--- config.mk ---
export PLATFORM = sky130hd
export DESIGN_NAME = integer_to_ascii_converter_core
export DESIGN_NICKNAME = d
export VERILOG_FILES = /design/src/rtl/itoa_pkg.sv /design/src/rtl/integer_to_ascii_converter_core.sv /design/src/rtl/itoa_front.sv /design/src/rtl/itoa_queue.sv /design/src/rtl/itoa_back.sv
export SDC_FILE = /design/constraint.sdc
export NUM_CORES = 1
export LEC_CHECK = 0
export ABC_AREA = 0
export BUFFER_PORTS_ARGS = -buffer_cell sky130_fd_sc_hd__buf_2
export CORE_MARGIN = 2
export CORE_UTILIZATION = 44
export DETAILED_ROUTE_END_ITERATION = 10
export PLACE_DENSITY = 0.67
export SKIP_LAST_GASP = 1
export SYNTH_ARGS = -nofsm -noshare
export SYNTH_HDL_FRONTEND = slang
export SYNTH_SLANG_ARGS = --single-unit
--- constraint.sdc ---
create_clock -name i_clk -period 5.2 [get_ports i_clk]
set_input_delay 0.26 -clock i_clk [delete_from_list [all_inputs] [get_ports i_clk]]
set_output_delay 0.26 -clock i_clk [all_outputs]
set_load 0.02 [all_outputs]
--- src/rtl/itoa_pkg.sv ---
// Shared constants, types and helpers for the integer to ASCII converter.
`default_nettype none

package itoa_pkg;

    localparam int VALUE_BITS = 32;
    // 1233/4096 approximates log10(2)
    localparam int DEC_DIGITS = ((VALUE_BITS * 1233) >> 12) + 1;
    localparam int HEX_DIGITS = (VALUE_BITS + 3) / 4;
    localparam int DIG_N      = (DEC_DIGITS > HEX_DIGITS) ? DEC_DIGITS : HEX_DIGITS;
    localparam int DIG_W      = 4 * DIG_N;
    localparam int CNT_W      = $clog2(DIG_N + 1);
    localparam int BIT_W      = $clog2(VALUE_BITS);
    localparam int QDEPTH     = 2;
    localparam int QPTR_W     = $clog2(QDEPTH);
    localparam int QCNT_W     = $clog2(QDEPTH + 1);

    localparam logic [7:0] ASCII_ZERO  = 8'h30;
    localparam logic [7:0] ASCII_X     = 8'h78;
    localparam logic [7:0] ASCII_MINUS = 8'h2D;
    localparam logic [7:0] ASCII_A     = 8'h61;
    localparam logic [3:0] RADIX_DEC   = 4'd10;

    typedef struct packed {
        logic                  hex;
        logic                  neg;
        logic [VALUE_BITS-1:0] mag;
    } t_item;

    typedef enum logic [2:0] {
        ST_IDLE,
        ST_CONV,
        ST_PFX0,
        ST_PFX_X,
        ST_SIGN,
        ST_SKIP,
        ST_EMIT
    } t_state;

    function automatic logic [7:0] digit_char(input logic [3:0] d);
        if (d < RADIX_DEC) begin
            return ASCII_ZERO + {4'b0000, d};
        end else begin
            return ASCII_A + {4'b0000, d} - {4'b0000, RADIX_DEC};
        end
    endfunction

endpackage

`default_nettype wire

--- src/rtl/integer_to_ascii_converter_core.sv ---
// Top level of the integer to ASCII converter: front end, queue and digit engine.
//
//  channel  | handshake              | payload
//  ---------+------------------------+-------------------------------
//  command  | i_start / o_busy       | i_req_type, i_value[31:0]
//  result   | o_strobe (one cycle)   | o_char_code[7:0], o_last
//
// Engine per item: a pop from ST_IDLE, then for decimal a double-dabble pass over all 32 bits
// (one bit each) and a sign beat if negative; for hex the prefix beats '0' and 'x'. Leading
// zero digits are then skipped and the rest are sent; each item first passes the front register.
// The queue lets the next command enter while the engine works; o_busy rises when the
// front register and queue are full. The receiver cannot stall the engine.
// Reset is synchronous and empties everything.
`default_nettype none

module integer_to_ascii_converter_core (
    input  wire logic        i_clk,
    input  wire logic        i_rst_n,
    input  wire logic        i_start,
    output logic             o_busy,
    input  wire logic        i_req_type,
    input  wire logic [31:0] i_value,
    output logic             o_strobe,
    output logic [7:0]       o_char_code,
    output logic             o_last
);

    logic            w_push;
    logic            w_pop;
    logic            w_full;
    logic            w_empty;
    itoa_pkg::t_item w_fitem;
    itoa_pkg::t_item w_qitem;

    itoa_front u_front (
        .i_clk      (i_clk),
        .i_rst_n    (i_rst_n),
        .i_start    (i_start),
        .i_req_type (i_req_type),
        .i_value    (i_value),
        .i_q_full   (w_full),
        .o_busy     (o_busy),
        .o_push     (w_push),
        .o_item     (w_fitem)
    );

    itoa_queue u_queue (
        .i_clk   (i_clk),
        .i_rst_n (i_rst_n),
        .i_push  (w_push),
        .i_item  (w_fitem),
        .i_pop   (w_pop),
        .o_full  (w_full),
        .o_empty (w_empty),
        .o_item  (w_qitem)
    );

    itoa_back u_back (
        .i_clk       (i_clk),
        .i_rst_n     (i_rst_n),
        .i_q_empty   (w_empty),
        .i_q_item    (w_qitem),
        .o_pop       (w_pop),
        .o_strobe    (o_strobe),
        .o_char_code (o_char_code),
        .o_last      (o_last)
    );

endmodule

`default_nettype wire

--- src/rtl/itoa_front.sv ---
// Front end: takes a command beat, classifies sign and mode, forms the magnitude.
`default_nettype none

module itoa_front (
    input  wire logic                          i_clk,
    input  wire logic                          i_rst_n,
    input  wire logic                          i_start,
    input  wire logic                          i_req_type,
    input  wire logic [31:0]                   i_value,
    input  wire logic                          i_q_full,
    output logic                               o_busy,
    output logic                               o_push,
    output itoa_pkg::t_item                    o_item
);

    logic                            r_vld;
    logic                            n_vld;
    itoa_pkg::t_item                 r_item;
    itoa_pkg::t_item                 n_item;
    logic [itoa_pkg::VALUE_BITS-1:0] w_val;
    logic                            w_take;

    assign o_busy = r_vld && i_q_full;
    assign o_push = r_vld && !i_q_full;
    assign o_item = r_item;
    assign w_take = i_start && !o_busy;
    assign w_val  = itoa_pkg::VALUE_BITS'(i_value);

    always_comb begin
        n_item     = r_item;
        n_vld      = r_vld;
        if (w_take) begin
            n_vld      = 1'b1;
            n_item.hex = i_req_type;
            n_item.neg = !i_req_type && w_val[itoa_pkg::VALUE_BITS-1];
            // most negative value wraps to itself, which is the right magnitude
            n_item.mag = n_item.neg ? (~w_val + 1'b1) : w_val;
        end else if (o_push) begin
            n_vld      = 1'b0;
        end
    end

    always_ff @(posedge i_clk) begin
        if (!i_rst_n) begin
            r_vld <= 1'b0;
        end else begin
            r_vld <= n_vld;
        end
    end

    always_ff @(posedge i_clk) begin
        r_item <= n_item;
    end

endmodule

`default_nettype wire

--- src/rtl/itoa_queue.sv ---
// Two-entry queue between the front end and the digit engine.
`default_nettype none

module itoa_queue (
    input  wire logic             i_clk,
    input  wire logic             i_rst_n,
    input  wire logic             i_push,
    input  wire itoa_pkg::t_item  i_item,
    input  wire logic             i_pop,
    output logic                  o_full,
    output logic                  o_empty,
    output itoa_pkg::t_item       o_item
);

    itoa_pkg::t_item                r_mem [itoa_pkg::QDEPTH];
    logic [itoa_pkg::QPTR_W-1:0]    r_wr;
    logic [itoa_pkg::QPTR_W-1:0]    r_rd;
    logic [itoa_pkg::QCNT_W-1:0]    r_cnt;
    logic [itoa_pkg::QPTR_W-1:0]    n_wr;
    logic [itoa_pkg::QPTR_W-1:0]    n_rd;
    logic [itoa_pkg::QCNT_W-1:0]    n_cnt;
    logic                           w_wen;
    logic                           w_ren;

    assign o_full  = (r_cnt == itoa_pkg::QCNT_W'(itoa_pkg::QDEPTH));
    assign o_empty = (r_cnt == '0);
    assign o_item  = r_mem[r_rd];
    assign w_wen   = i_push && !o_full;
    assign w_ren   = i_pop && !o_empty;

    always_comb begin
        n_wr  = r_wr;
        n_rd  = r_rd;
        n_cnt = r_cnt;
        if (w_wen) begin
            n_wr = (r_wr == itoa_pkg::QPTR_W'(itoa_pkg::QDEPTH - 1)) ? '0 : r_wr + 1'b1;
        end
        if (w_ren) begin
            n_rd = (r_rd == itoa_pkg::QPTR_W'(itoa_pkg::QDEPTH - 1)) ? '0 : r_rd + 1'b1;
        end
        case ({w_wen, w_ren})
            2'b10:   n_cnt = r_cnt + 1'b1;
            2'b01:   n_cnt = r_cnt - 1'b1;
            default: n_cnt = r_cnt;
        endcase
    end

    always_ff @(posedge i_clk) begin
        if (!i_rst_n) begin
            r_wr  <= '0;
            r_rd  <= '0;
            r_cnt <= '0;
        end else begin
            r_wr  <= n_wr;
            r_rd  <= n_rd;
            r_cnt <= n_cnt;
        end
    end

    always_ff @(posedge i_clk) begin
        if (w_wen) begin
            r_mem[r_wr] <= i_item;
        end
    end

endmodule

`default_nettype wire

--- src/rtl/itoa_back.sv ---
// Digit engine: double-dabble for decimal, then prefix, sign and digits one beat a cycle, no beat while skipping zeros.
`default_nettype none

module itoa_back (
    input  wire logic             i_clk,
    input  wire logic             i_rst_n,
    input  wire logic             i_q_empty,
    input  wire itoa_pkg::t_item  i_q_item,
    output logic                  o_pop,
    output logic                  o_strobe,
    output logic [7:0]            o_char_code,
    output logic                  o_last
);

    itoa_pkg::t_state                r_state;
    itoa_pkg::t_state                n_state;
    logic                            r_neg;
    logic                            n_neg;
    logic [itoa_pkg::VALUE_BITS-1:0] r_bin;
    logic [itoa_pkg::VALUE_BITS-1:0] n_bin;
    logic [itoa_pkg::DIG_W-1:0]      r_dig;
    logic [itoa_pkg::DIG_W-1:0]      n_dig;
    logic [itoa_pkg::DIG_W-1:0]      w_adj;
    logic [itoa_pkg::BIT_W-1:0]      r_bitcnt;
    logic [itoa_pkg::BIT_W-1:0]      n_bitcnt;
    logic [itoa_pkg::CNT_W-1:0]      r_cnt;
    logic [itoa_pkg::CNT_W-1:0]      n_cnt;
    logic [3:0]                      w_top;
    logic                            w_lead0;

    assign w_top   = r_dig[itoa_pkg::DIG_W-1 -: 4];
    assign w_lead0 = (w_top == 4'd0) && (r_cnt > itoa_pkg::CNT_W'(1));

    // add-3 correction on every BCD digit before the shift
    always_comb begin
        for (int i = 0; i < itoa_pkg::DIG_N; i++) begin
            w_adj[4*i +: 4] = (r_dig[4*i +: 4] >= 4'd5) ? r_dig[4*i +: 4] + 4'd3
                                                         : r_dig[4*i +: 4];
        end
    end

    always_comb begin
        n_state = r_state;
        unique case (r_state)
            itoa_pkg::ST_IDLE: begin
                if (!i_q_empty) begin
                    n_state = i_q_item.hex ? itoa_pkg::ST_PFX0 : itoa_pkg::ST_CONV;
                end
            end
            itoa_pkg::ST_CONV: begin
                if (r_bitcnt == '0) begin
                    n_state = r_neg ? itoa_pkg::ST_SIGN : itoa_pkg::ST_SKIP;
                end
            end
            itoa_pkg::ST_PFX0:  n_state = itoa_pkg::ST_PFX_X;
            itoa_pkg::ST_PFX_X: n_state = itoa_pkg::ST_SKIP;
            itoa_pkg::ST_SIGN:  n_state = itoa_pkg::ST_SKIP;
            itoa_pkg::ST_SKIP: begin
                if (!w_lead0) begin
                    n_state = itoa_pkg::ST_EMIT;
                end
            end
            itoa_pkg::ST_EMIT: begin
                if (r_cnt == itoa_pkg::CNT_W'(1)) begin
                    n_state = itoa_pkg::ST_IDLE;
                end
            end
            default: n_state = itoa_pkg::ST_IDLE;
        endcase
    end

    always_comb begin
        o_pop       = 1'b0;
        o_strobe    = 1'b0;
        o_char_code = itoa_pkg::ASCII_ZERO;
        o_last      = 1'b0;
        unique case (r_state)
            itoa_pkg::ST_IDLE:  o_pop = !i_q_empty;
            itoa_pkg::ST_PFX0: begin
                o_strobe    = 1'b1;
                o_char_code = itoa_pkg::ASCII_ZERO;
            end
            itoa_pkg::ST_PFX_X: begin
                o_strobe    = 1'b1;
                o_char_code = itoa_pkg::ASCII_X;
            end
            itoa_pkg::ST_SIGN: begin
                o_strobe    = 1'b1;
                o_char_code = itoa_pkg::ASCII_MINUS;
            end
            itoa_pkg::ST_EMIT: begin
                o_strobe    = 1'b1;
                o_char_code = itoa_pkg::digit_char(w_top);
                o_last      = (r_cnt == itoa_pkg::CNT_W'(1));
            end
            default: ;
        endcase
    end

    always_comb begin
        n_neg    = r_neg;
        n_bin    = r_bin;
        n_dig    = r_dig;
        n_bitcnt = r_bitcnt;
        n_cnt    = r_cnt;
        case (r_state)
            itoa_pkg::ST_IDLE: begin
                if (!i_q_empty) begin
                    n_neg    = i_q_item.neg;
                    n_bin    = i_q_item.mag;
                    n_bitcnt = itoa_pkg::BIT_W'(itoa_pkg::VALUE_BITS - 1);
                    n_cnt    = itoa_pkg::CNT_W'(itoa_pkg::DIG_N);
                    // hex nibbles are already digits
                    n_dig    = i_q_item.hex ? itoa_pkg::DIG_W'(i_q_item.mag) : '0;
                end
            end
            itoa_pkg::ST_CONV: begin
                n_dig    = {w_adj[itoa_pkg::DIG_W-2:0], r_bin[itoa_pkg::VALUE_BITS-1]};
                n_bin    = r_bin << 1;
                n_bitcnt = r_bitcnt - 1'b1;
            end
            itoa_pkg::ST_SKIP: begin
                if (w_lead0) begin
                    n_dig = r_dig << 4;
                    n_cnt = r_cnt - 1'b1;
                end
            end
            itoa_pkg::ST_EMIT: begin
                n_dig = r_dig << 4;
                n_cnt = r_cnt - 1'b1;
            end
            default: ;
        endcase
    end

    always_ff @(posedge i_clk) begin
        if (!i_rst_n) begin
            r_state <= itoa_pkg::ST_IDLE;
        end else begin
            r_state <= n_state;
        end
    end

    always_ff @(posedge i_clk) begin
        r_neg    <= n_neg;
        r_bin    <= n_bin;
        r_dig    <= n_dig;
        r_bitcnt <= n_bitcnt;
        r_cnt    <= n_cnt;
    end

endmodule

`default_nettype wire

; After elaboration in Yosys (flattened, before gate mapping)
; Memory sizes are Yosys's and may differ from the RTL's. A register that Yosys moved wholly into a read port is not among the register bits.
; Index checks and enable logic that the tools add are counted.
[totals]
output_inout_bits = 11
mem_bits_rw = 68
ff_bits = 124
in_bits = 36
n_memories = 1
[memory_table]
columns = memory, words, width, read_ports, rd_ports_with_merged_regs, write_ports, line_no
row1 = u_queue.r_mem, 2, 34, 1, 1, 1, itoa_queue.sv:15  ; itoa_pkg::t_item r_mem [itoa_pkg::QDEPTH];
[op_classes]
n_addsub = 20
bitwise = 2
n_reduce_logical = 27
muxes = 43
n_lt_le_gt_ge = 12
eq_ne = 15
[op_table]
columns = operator, n
row1 = $pmux W40 S4, 1
row2 = $mux W32, 3
row3 = $mux W40, 2
row4 = $pmux W32 S2, 1
row5 = $mux W4, 11
row6 = $ge A4 B3 Y1 const B, 10
row7 = $add A4 B2 Y4 const B, 9
row8 = $add A32 B1 Y32 const B, 1
row9 = $not A32 Y32, 1
row10 = $pmux W8 S3, 1
row11 = $pmux W3 S6, 1
row12 = $mux W3, 5
row13 = $mux W1, 12
row14 = $pmux W4 S3, 1
row15 = $pmux W5 S2, 1
row16 = $eq A3 B3 Y1 const B, 3
row17 = $add A7 B4 Y8 const A, 1
row18 = $mux W8, 1
row19 = $sub A8 B4 Y8 const B, 1
row20 = $add A6 B4 Y7 const A, 1
row21 = $logic_and A1 B1 Y1, 7
row22 = $eq A3 B2 Y1 const B, 2
row23 = $ne A2 B1 Y1 const B, 3
row24 = $reduce_and A3 Y1, 2
row25 = 29 further kinds, 38

; Logic depth before layout (Yosys ltp)
; Gate-level depths: netlist (run 1).
[logic_depth]
word_depth = 6
ltp_mapped = 7
mapped_depth_nobuf = 6

; Cells and area by module
; From an unflattened synthesis (run 1), not the netlist that was laid out.
[hier_totals]
hier_cells = 786
area_unflattened_um2 = 9530.4
[by_module_without_submodules]
columns = module, area_per_inst_um2, cells_each, instances
row1 = itoa_back, 4964.8, 498, 1
row2 = itoa_queue, 2681.3, 132, 1
row3 = itoa_front, 1884.3, 156, 1

; Least setup slack after synthesis (run 1)
; No wires, ideal clock.
[synth_timing]
path_type = register to register
start = reg u_back.r_dig[37] (netlist name)
end = reg u_back.r_dig[0] (netlist name) (enable)
setup_slack_ns = 0.799
setup_time_ns = 0.493
required_time_ns = 4.707
path_stages_with_launch = 6
t_arrival_ns = 3.908
synth_period_minus_slack_ns = 4.401
n_path_buf = 0
path_cell_list = edfxtp_1 inv_1 ha_1 o311a_1 a21oi_1 o21ai_0
[synth_between]
elab_chain_len = 4
[synth_lines]
columns = item, line_no
row1 = start: declaration, itoa_back.sv:21  ; logic [itoa_pkg::DIG_W-1:0] r_dig;
row2 = start signal: assignment, itoa_back.sv:147  ; r_dig <= n_dig;
row3 = $logic_not A4 Y1, itoa_back.sv:32  ; assign w_lead0 = (w_top == 4'd0) && (r_cnt > itoa_pkg::CNT_W'(1));
row4 = $logic_and A1 B1 Y1, itoa_back.sv:32
row5 = $ne A2 B1 Y1 (no line), -
row6 = $reduce_and A3 Y1 (no line), -
; No other way between the ends.
; A chain may end at the register's enable or synchronous reset.

; Final worst setup path (run 1)
[layout_timing]
start = reg u_back.r_state[1]
end = reg u_back.r_bin[20] (netlist name) (enable)
[layout_between]
elab_chain_len = 3
elab_cells_between_ends = 5
classes_between = 2 x eq/ne / 3 x reduce/logical
[layout_lines]
columns = item, line_no
row1 = start: declaration, itoa_back.sv:15  ; itoa_pkg::t_state r_state;
row2 = start signal: assignment, itoa_back.sv:138  ; r_state <= itoa_pkg::ST_IDLE;
row3 = start signal: assignment, itoa_back.sv:140  ; r_state <= n_state;
row4 = $eq A3 B1 Y1 or $logic_not A3 Y1 (tied branches), itoa_back.sv:106  ; case (r_state)
row5 = $reduce_bool A2 Y1 (no line) or $ne A2 B2 Y1 (tied branches), -
row6 = $reduce_and A2 Y1 (no line) (*), -
row7 = end signal: assignment, itoa_back.sv:146  ; r_bin <= n_bin;
row8 = end: declaration, itoa_back.sv:19  ; logic [itoa_pkg::VALUE_BITS-1:0] r_bin;
; Mark *: on every way between the ends. The rest lies on a longest branch, timed or not.

==> results list, run 1 <==
- Result of the run: complete, no violations
- In this run, CTS created clock tree buffers numbering 17.
- RSZ-0062 raised after global routing: no
- Setup violation total in the final timing report: 0
- Combined global-route utilization of all metal layers: 14.89%
* Type of the worst min-delay path: in2reg
- By instance count, the leading cell after synthesis is sky130_fd_sc_hd__edfxtp_1.
* Share of post-route cells with drive strength above 1: 13.34%
- Once the clock tree was built, the setup fixing pass inserted 0 buffers.
- Final critical-path share of the clock period: 50.72%
- Sorting the synthesized cells by how often they occur yields sky130_fd_sc_hd__edfxtp_1 (184), sky130_fd_sc_hd__nor2_1 (72), sky130_fd_sc_hd__a21oi_1 (71).
- Max_slew headroom: 23.17%
* RePlAce Congestion: 0.7730
- Summed over all layers, the global routing overflow is 0.
- Mux share of post-synthesis cell area: 5.100%
- Share of synthesized registers carrying an async set or reset: 0%
* Post-route antenna net violation count: 0
* Biggest fanout along the worst timing path: 96
* Worst-Skew Late Latency: 420 ps
- Number of synthesized flops with an enable pin: 184
* Final clock skew: 8.702 ps
* Xor/xnor share of the synthesized area: 4.709%
- Dominant combinational cell family by area after synthesis: compound AO/OA/AOI/OAI gates
- Based on the critical path, the design can be clocked at up to 379.2 MHz.
* Core footprint: 0.02089 mm²
* Setup slack after placement: 2513 ps
- Router iterations before antenna repair: 5
- The initial antenna violation count came to 0.
* Shortest clock period the worst path allows after layout: 2637 ps
- Sequential share of the synthesized area: 61.36%
- Fill count: 1816
- Rows: 53
- Detailed placer's ending HPWL: 11020 µm
* DRC: 0
* Number of nets produced by synthesis: 818
- Maximum number of pins on one net before global-route repair: 97
* Number of unique standard cell types used by synthesis: 55
- Summed over all cells, the static leakage comes to 3.689 nW.
- The initial utilization of the core area, before any placement, comes to 44.52%.
- Number of endpoints with negative hold slack in the final report: 0
- Mean instance size in the synthesized netlist: 12.30 µm²
- Number of inserted diodes: 0
- The synthesized netlist devotes 11.26% of its cell area to compound gates.
* Simple-gate portion of the synthesized area: 10.79%
* Drt total wl: 16010 µm
- In this run the count of I/O pins placed on the die edge is 47.
- Post-synthesis sequential element count: 193
- The max-slew violation total from the final report came to 0.
- Once the clock tree was built, the resizer swapped 0 gates to a different size.
* Fin nets: 852
* Required time at the endpoint of the critical path: 5210 ps
- Worst Setup Start Kind: flip-flop
* Total negative slack for setup checks: 0 ps
- PnR worst setup slack: 2563 ps
- Max-cap violations: 0
* First-pass GRT wire length: 26360 µm
* Syn. warnings: 0
* Class of the most critical setup path: reg2reg
- TritonCTS built the clock tree.
* Syn Std Cell Area: 0.009299 mm²
* Die boundary height: 149.4 µm
* Cell at the root of the clock tree: sky130_fd_sc_hd__clkbuf_16
- The worst-case IR drop observed on VDD is 291.9 µV.
- Area of all placed cells without fillers: 0.01035 mm²
* Synthesized netlist cell count: 756
* Leading area contributor after synthesis: sky130_fd_sc_hd__edfxtp_1
* Die Area: 0.02231 mm²
- Count of H-tree levels built during CTS: 4
- Dividing total power by cell area gives a power density of 547.5 mW/mm².
- For this run, the leading register cell type out of synthesis is sky130_fd_sc_hd__edfxtp_1.
* Vias per Instance: 5.305
- CTS sink cnt: 193
- Buffers inserted to repair hold after CTS numbered 0.
- Adder-cell share of the synthesized area: 3.498%
* Maximum clock path buffer count: 2
* Vias after detailed routing: 5714
- Wire length per cell: 14.86 µm
* Vias in the first global route: 5342
- Horizontal die dimension: 149.4 µm
- Area fraction of the dominant cell type after synthesis: 59.42%
- STA puts the critical path data arrival time at 2650 ps.
- Register clock-pin slew on the reported worst setup and hold paths: 70 ps
- Worst slew pin tran: 1148 ps
- Once placement finished, the instance area stood at 0.009798 mm².
- Violation count after the first detailed-routing iteration: 407
- STA classifies the critical path endpoint as a flip-flop.
* Synth top area cells: sky130_fd_sc_hd__edfxtp_1 (59%), sky130_fd_sc_hd__a21oi_1 (3.8%), sky130_fd_sc_hd__mux2i_1 (3.8%)
* Port bufs: 44
- Compared with the post-synthesis result, the final layout area differs by 11.36%.
[worst paths after layout]
check / end / slack (ps) / cells past startpoint / startpoint
hold / removal: u_front.o_item[0] / 50 / 1 / i_value[0]
hold reg to reg: u_queue.r_mem[1][29] / 450 / 0 / u_front.o_item[29]
setup reg to reg: u_back.r_bin[20] / 2560 / 2 / u_back.r_state[1]
setup / recovery: u_back.r_bin[20] / 2560 / 2 / u_back.r_state[1]
[layer usage]
| layer | part of all wire [%] | wire length, µm | track usage (%) |
|---|---|---|---|
| met5 | 0 | 0 | 0 |
| met4 | 1.0 | 164 | 4.286 |
| met3 | 3.7 | 597 | 2.844 |
| met2 | 46 | 7427 | 23.33 |
| met1 | 49 | 7818 | 21.22 |
[stage by stage]
stage | instances | power [mW] | utilization, % | hold slack, ps
final | 1077 | 5.669 | 49.57 | 47.62
after floorplan | 756 | 4.024 | - | 358.9
after global placement | 1046 | 4.423 | 46.91 | 424.1
after detailed placement | 1046 | 4.474 | 46.91 | 430.4
after global routing | 1077 | 6.048 | 49.57 | 35.09
after CTS | 1077 | 5.718 | 49.57 | 30.41
[layout make-up]
type | count | area (µm²) | area share [%]
sequential | 193 | 5707 | 55.11
multi-input combinational | 489 | 3328 | 32.14
clock buffer | 18 | 429.2 | 4.145
tap | 275 | 344.1 | 3.323
timing repair buffer | 52 | 280.3 | 2.707
inverter | 37 | 138.9 | 1.341
clock inverter | 13 | 127.6 | 1.232
[cells by family after synthesis]
group                    after synthesis
AND/OR/NAND/NOR                      198
flip-flops                           193
AO/OA/AOI/OAI                        167
buffers and inverters                 74
XOR/XNOR                              50
multiplexers                          46
adder cells (fa/ha/maj)               26
other                                  2
[where the power goes]
group | switching (mW) | internal (mW) | leakage (nW)
registers | 0.293 | 2.38 | 1.80
logic | 1.06 | 0.690 | 1.61
clock network | 0.572 | 0.670 | 0.272
total | 1.93 | 3.74 | 3.69
[cell usage in the layout, fill, tap and decap left out, types with 9 or more instances in the layout]
| cell | n |
|---|---|
| sky130_fd_sc_hd__a31oi_1 | 10 |
| sky130_fd_sc_hd__xnor2_1 | 30 |
| sky130_fd_sc_hd__inv_1 | 36 |
| sky130_fd_sc_hd__edfxtp_1 | 184 |
| sky130_fd_sc_hd__nor3_1 | 13 |
| sky130_fd_sc_hd__xor2_1 | 20 |
| sky130_fd_sc_hd__nand2_1 | 49 |
| sky130_fd_sc_hd__buf_2 | 44 |
| sky130_fd_sc_hd__nor3b_1 | 9 |
| sky130_fd_sc_hd__o21ai_0 | 29 |
| sky130_fd_sc_hd__ha_1 | 26 |
| sky130_fd_sc_hd__a21oi_1 | 71 |
| sky130_fd_sc_hd__nor2_1 | 70 |
| sky130_fd_sc_hd__mux2_2 | 11 |
| sky130_fd_sc_hd__clkbuf_16 | 17 |
| sky130_fd_sc_hd__nand2b_1 | 18 |
| sky130_fd_sc_hd__mux2i_1 | 35 |
| sky130_fd_sc_hd__o221ai_1 | 21 |
[flip-flops by register name, summed over array words and instances, names as in the netlist, 2 cells and up, named ones only]
| signal | flops |
|---|---|
| u_front.o_item | 34 |
| u_back.r_bitcnt | 5 |
| u_queue.r_mem | 68 |
| u_back.r_state | 3 |
| u_back.r_dig | 40 |
| u_back.r_cnt | 4 |
| u_queue.r_cnt | 2 |
| u_back.r_bin | 32 |
[critical path, cell delays in order (launching register included)]
cell and delay, ps:
sky130_fd_sc_hd__dfxtp_1 720, sky130_fd_sc_hd__or3b_4 910, sky130_fd_sc_hd__o21ai_4 560
Power figures use the tool's default switching activity.
==> inputs of run 2 (changes only) <==
--- a/config.mk
+++ b/config.mk
@@ -10,7 +10,7 @@
 export CORE_MARGIN = 2
 export CORE_UTILIZATION = 44
 export DETAILED_ROUTE_END_ITERATION = 10
-export PLACE_DENSITY = 0.67
+export PLACE_DENSITY = 0.7
 export SKIP_LAST_GASP = 1
 export SYNTH_ARGS = -nofsm -noshare
 export SYNTH_HDL_FRONTEND = slang
==> constraint.sdc (replaced) <==
create_clock -name i_clk -period 2.3 [get_ports i_clk]
set_input_delay 0.115 -clock i_clk [delete_from_list [all_inputs] [get_ports i_clk]]
set_output_delay 0.115 -clock i_clk [all_outputs]
set_load 0.02 [all_outputs]
==> results list, run 2 (same netlist as run 1, synthesis figures left out) <==
* Startpoint of the worst-slack reg-to-reg timing path: u_back.r_state[2]
- Maximum clock path buffer count: 2 (unchanged)
- Wire length per cell: 14.92 µm (+0.35%)
- Fin nets: 871 (+2.2%)
* Drt total wl: 16330 µm (+2.0%)
- Violation count after the first detailed-routing iteration: 339 (-17%)
* Startpoint of the worst hold path: i_value[26]
* Final critical-path share of the clock period: 92.94%
- The number of diodes was 0 (unchanged).
- The flip-flop count of the largest register after layout was 68 (unchanged).
- The number of routed nets with antenna violations came to 0 (unchanged).
* Type of the worst min-delay path: in2reg
* R2R setup slack: 310 ps (-2250 ps)
- Class of the most critical setup path: reg2out
- Power density cells: 1249 mW/mm² (+130%)
- Max-cap violations: 0 (unchanged)
- The cell row count was 53 (unchanged).
* Final Hold Slack: 20.42 ps (-27.20 ps)
* Number of antenna violations at the first check in global routing: 0 (unchanged)
- Depth of the worst register-to-register path: 5 (+3)
- Register ranked first by flip-flop count: u_queue.r_mem
- STA classifies the critical path endpoint as a primary output.
- Area growth, synth to finish: 14.16%
- The max-slew violation total from the final report was 0 (unchanged).
- Timing would allow up to 467.8 MHz.
* Result of the run: complete, no violations
* Max_slew headroom: 64.59% (+41 points)
* Router iterations before antenna repair: 5 (unchanged)
- Number of primary I/O pins: 47 (unchanged)
* IR Drop Worst-Case VDD: 563.3 µV (+93%)
* Cell at the root of the clock tree: sky130_fd_sc_hd__clkbuf_16
- The number of clock buffers inserted by TritonCTS is 17 (unchanged).
- Worst Setup Start Kind: flip-flop
* Core footprint: 0.02089 mm² (unchanged)
- The number of global-route vias before repair is 5588 (+4.6%).
* Shortest clock period the worst path allows after layout: 2138 ps
- The final core utilization came to 50.82% (+1.2 points).
* Endpoint of the worst register-to-register path: u_queue.r_cnt[1]
- Setup violation total in the final timing report: 0 (unchanged)
* Port bufs: 44 (unchanged)
- First-pass GRT wire length: 27010 µm (+2.5%)
- The CTS sink count came to 193 (unchanged).
- The maximum number of pins on one net before global-route repair is 57 (-41%).
* TritonCTS clock tree: done
- Standby leakage power: 3.813 nW (+3.3%)
- The die height is 149.4 µm (unchanged).
* Detailed placer's ending HPWL: 11090 µm (+0.59%)
- RePlAce Congestion: 0.8150 (+5.4%)
- The count of final hold-check violations came to 0 (unchanged).
- The via density per instance is 5.321 (+0.28%).
- The CTS clock-pin slew for the worst setup and hold paths was 70 ps (about the same).
- Biggest fanout along the worst timing path: 6 (-94%)
- The top cell types in the final layout, fill and taps aside, are sky130_fd_sc_hd__edfxtp_1 (184), sky130_fd_sc_hd__a21oi_1 (71), sky130_fd_sc_hd__nor2_1 (70).
- Starting utilization of the core area: 44.52% (unchanged)
* Required time at the endpoint of the critical path: 2180 ps (-3030 ps)
- The fraction of final layout cells sized beyond drive strength 1 was 14.76% (+1.4 points).
- Final clock skew: 6.279 ps (-2.424 ps)
* Congestion Overflow GR: 0 (unchanged)
- The H-tree depth reported by CTS is 4 (unchanged).
- The power consumption came to 13.25 mW (+130%).
- Endpoint, Worst Hold: u_front.o_item[26]
* Vias after detailed routing: 5826 (+2.0%)
- The post-CTS setup-driven buffer insertion count came to 0 (unchanged).
- DRC: 0 (unchanged)
- The clock network latency to the later pin of the worst-skew pair was 430 ps (about the same).
- The overall track demand over capacity in global routing came to 15.46% (+0.57 points).
- The total die area came to 0.02231 mm² (unchanged).
* Horizontal die dimension: 149.4 µm (unchanged)
* Cell depth of the worst hold path: 2 (+1)
* Most common cell after layout, fill and taps aside: sky130_fd_sc_hd__edfxtp_1
- Arrival time at the worst endpoint: 2020 ps (-630 ps)
* Worst slew pin tran: 523.8 ps (-624.3 ps)
==> run 2: cell count changes in the layout (fill, tap and decap cells not counted), sizes merged <==
cell	before	now
bufinv	1	3
dlygate4sd3	0	7
inv	43	39
clkinv	5	6
buf	52	64
==> run 2: power breakdown <==
group	total [mW]	internal, mW	switching (mW)	leakage, nW
logic	4.30	1.81	2.49	1.72
clock network	2.95	1.71	1.24	0.286
registers	6.00	5.36	0.642	1.80
==> run 2: what timing repair did <==
| action | in CTS | in global routing |
|---|---|---|
| endpoints found under the hold margin | 6 | 0 |
| setup endpoints to repair | 0 | 2 |
| gates resized for setup | 0 | 2 |
| hold buffers | 7 | 0 |
==> run 2: worst max path at each step <==
stage	depth (start not counted)	to	start
6_report	6	o_char_code[2]	u_back.r_dig[37]
5_1_grt	6	o_char_code[2]	u_back.r_dig[37]
4_1_cts	6	o_char_code[2]	u_back.r_dig[37]
3_5_place_dp	6	u_back.r_state[0]	u_back.r_bitcnt[0]
3_3_place_gp	8	u_front.o_item[24]	i_value[1]
2_1_floorplan	5	u_back.r_dig[0]	u_back.r_dig[37]
==> run 2: through the flow <==
stage / setup slack (ps) / area, µm² / setup TNS [ps] / std cells
after global routing: -17.69 / 10620 / -17.69 / 1095
after global placement: 370.9 / 9951 / 0 / 1058
after floorplan: 103.7 / 9326 / 0 / 756
after CTS: 111.3 / 10610 / 0 / 1095
after detailed placement: 325.3 / 9951 / 0 / 1058
final: 162.3 / 10620 / 0 / 1095
==> run 2: per-layer routing <==
layer  wire length (µm)  track usage, %  vias up
met1               7729           20.89     2786
met3                582           3.609       13
li1                   -               -     2905
met4                206           5.571        0
met5                  0               0        -
met2               7814           24.50      122
==> run 2: layout make-up <==
cell class / count / area (µm²)
inverters: 37 / 138.9
fillers: 1774 / 10270
clock inverters: 12 / 157.7
flip-flops and latches: 193 / 5707
multi-input cells: 489 / 3336
repair buffers: 71 / 503.0
well taps: 275 / 344.1
clock buffers: 18 / 429.2
==> run 2: worst max-delay path, stage by stage (launching register included) <==
cell and delay, ps:
sky130_fd_sc_hd__edfxtp_1 430, sky130_fd_sc_hd__inv_1 160, sky130_fd_sc_hd__ha_2 260, sky130_fd_sc_hd__nand2_1 80
sky130_fd_sc_hd__or3_1 310, sky130_fd_sc_hd__a31oi_1 150, sky130_fd_sc_hd__buf_2 200
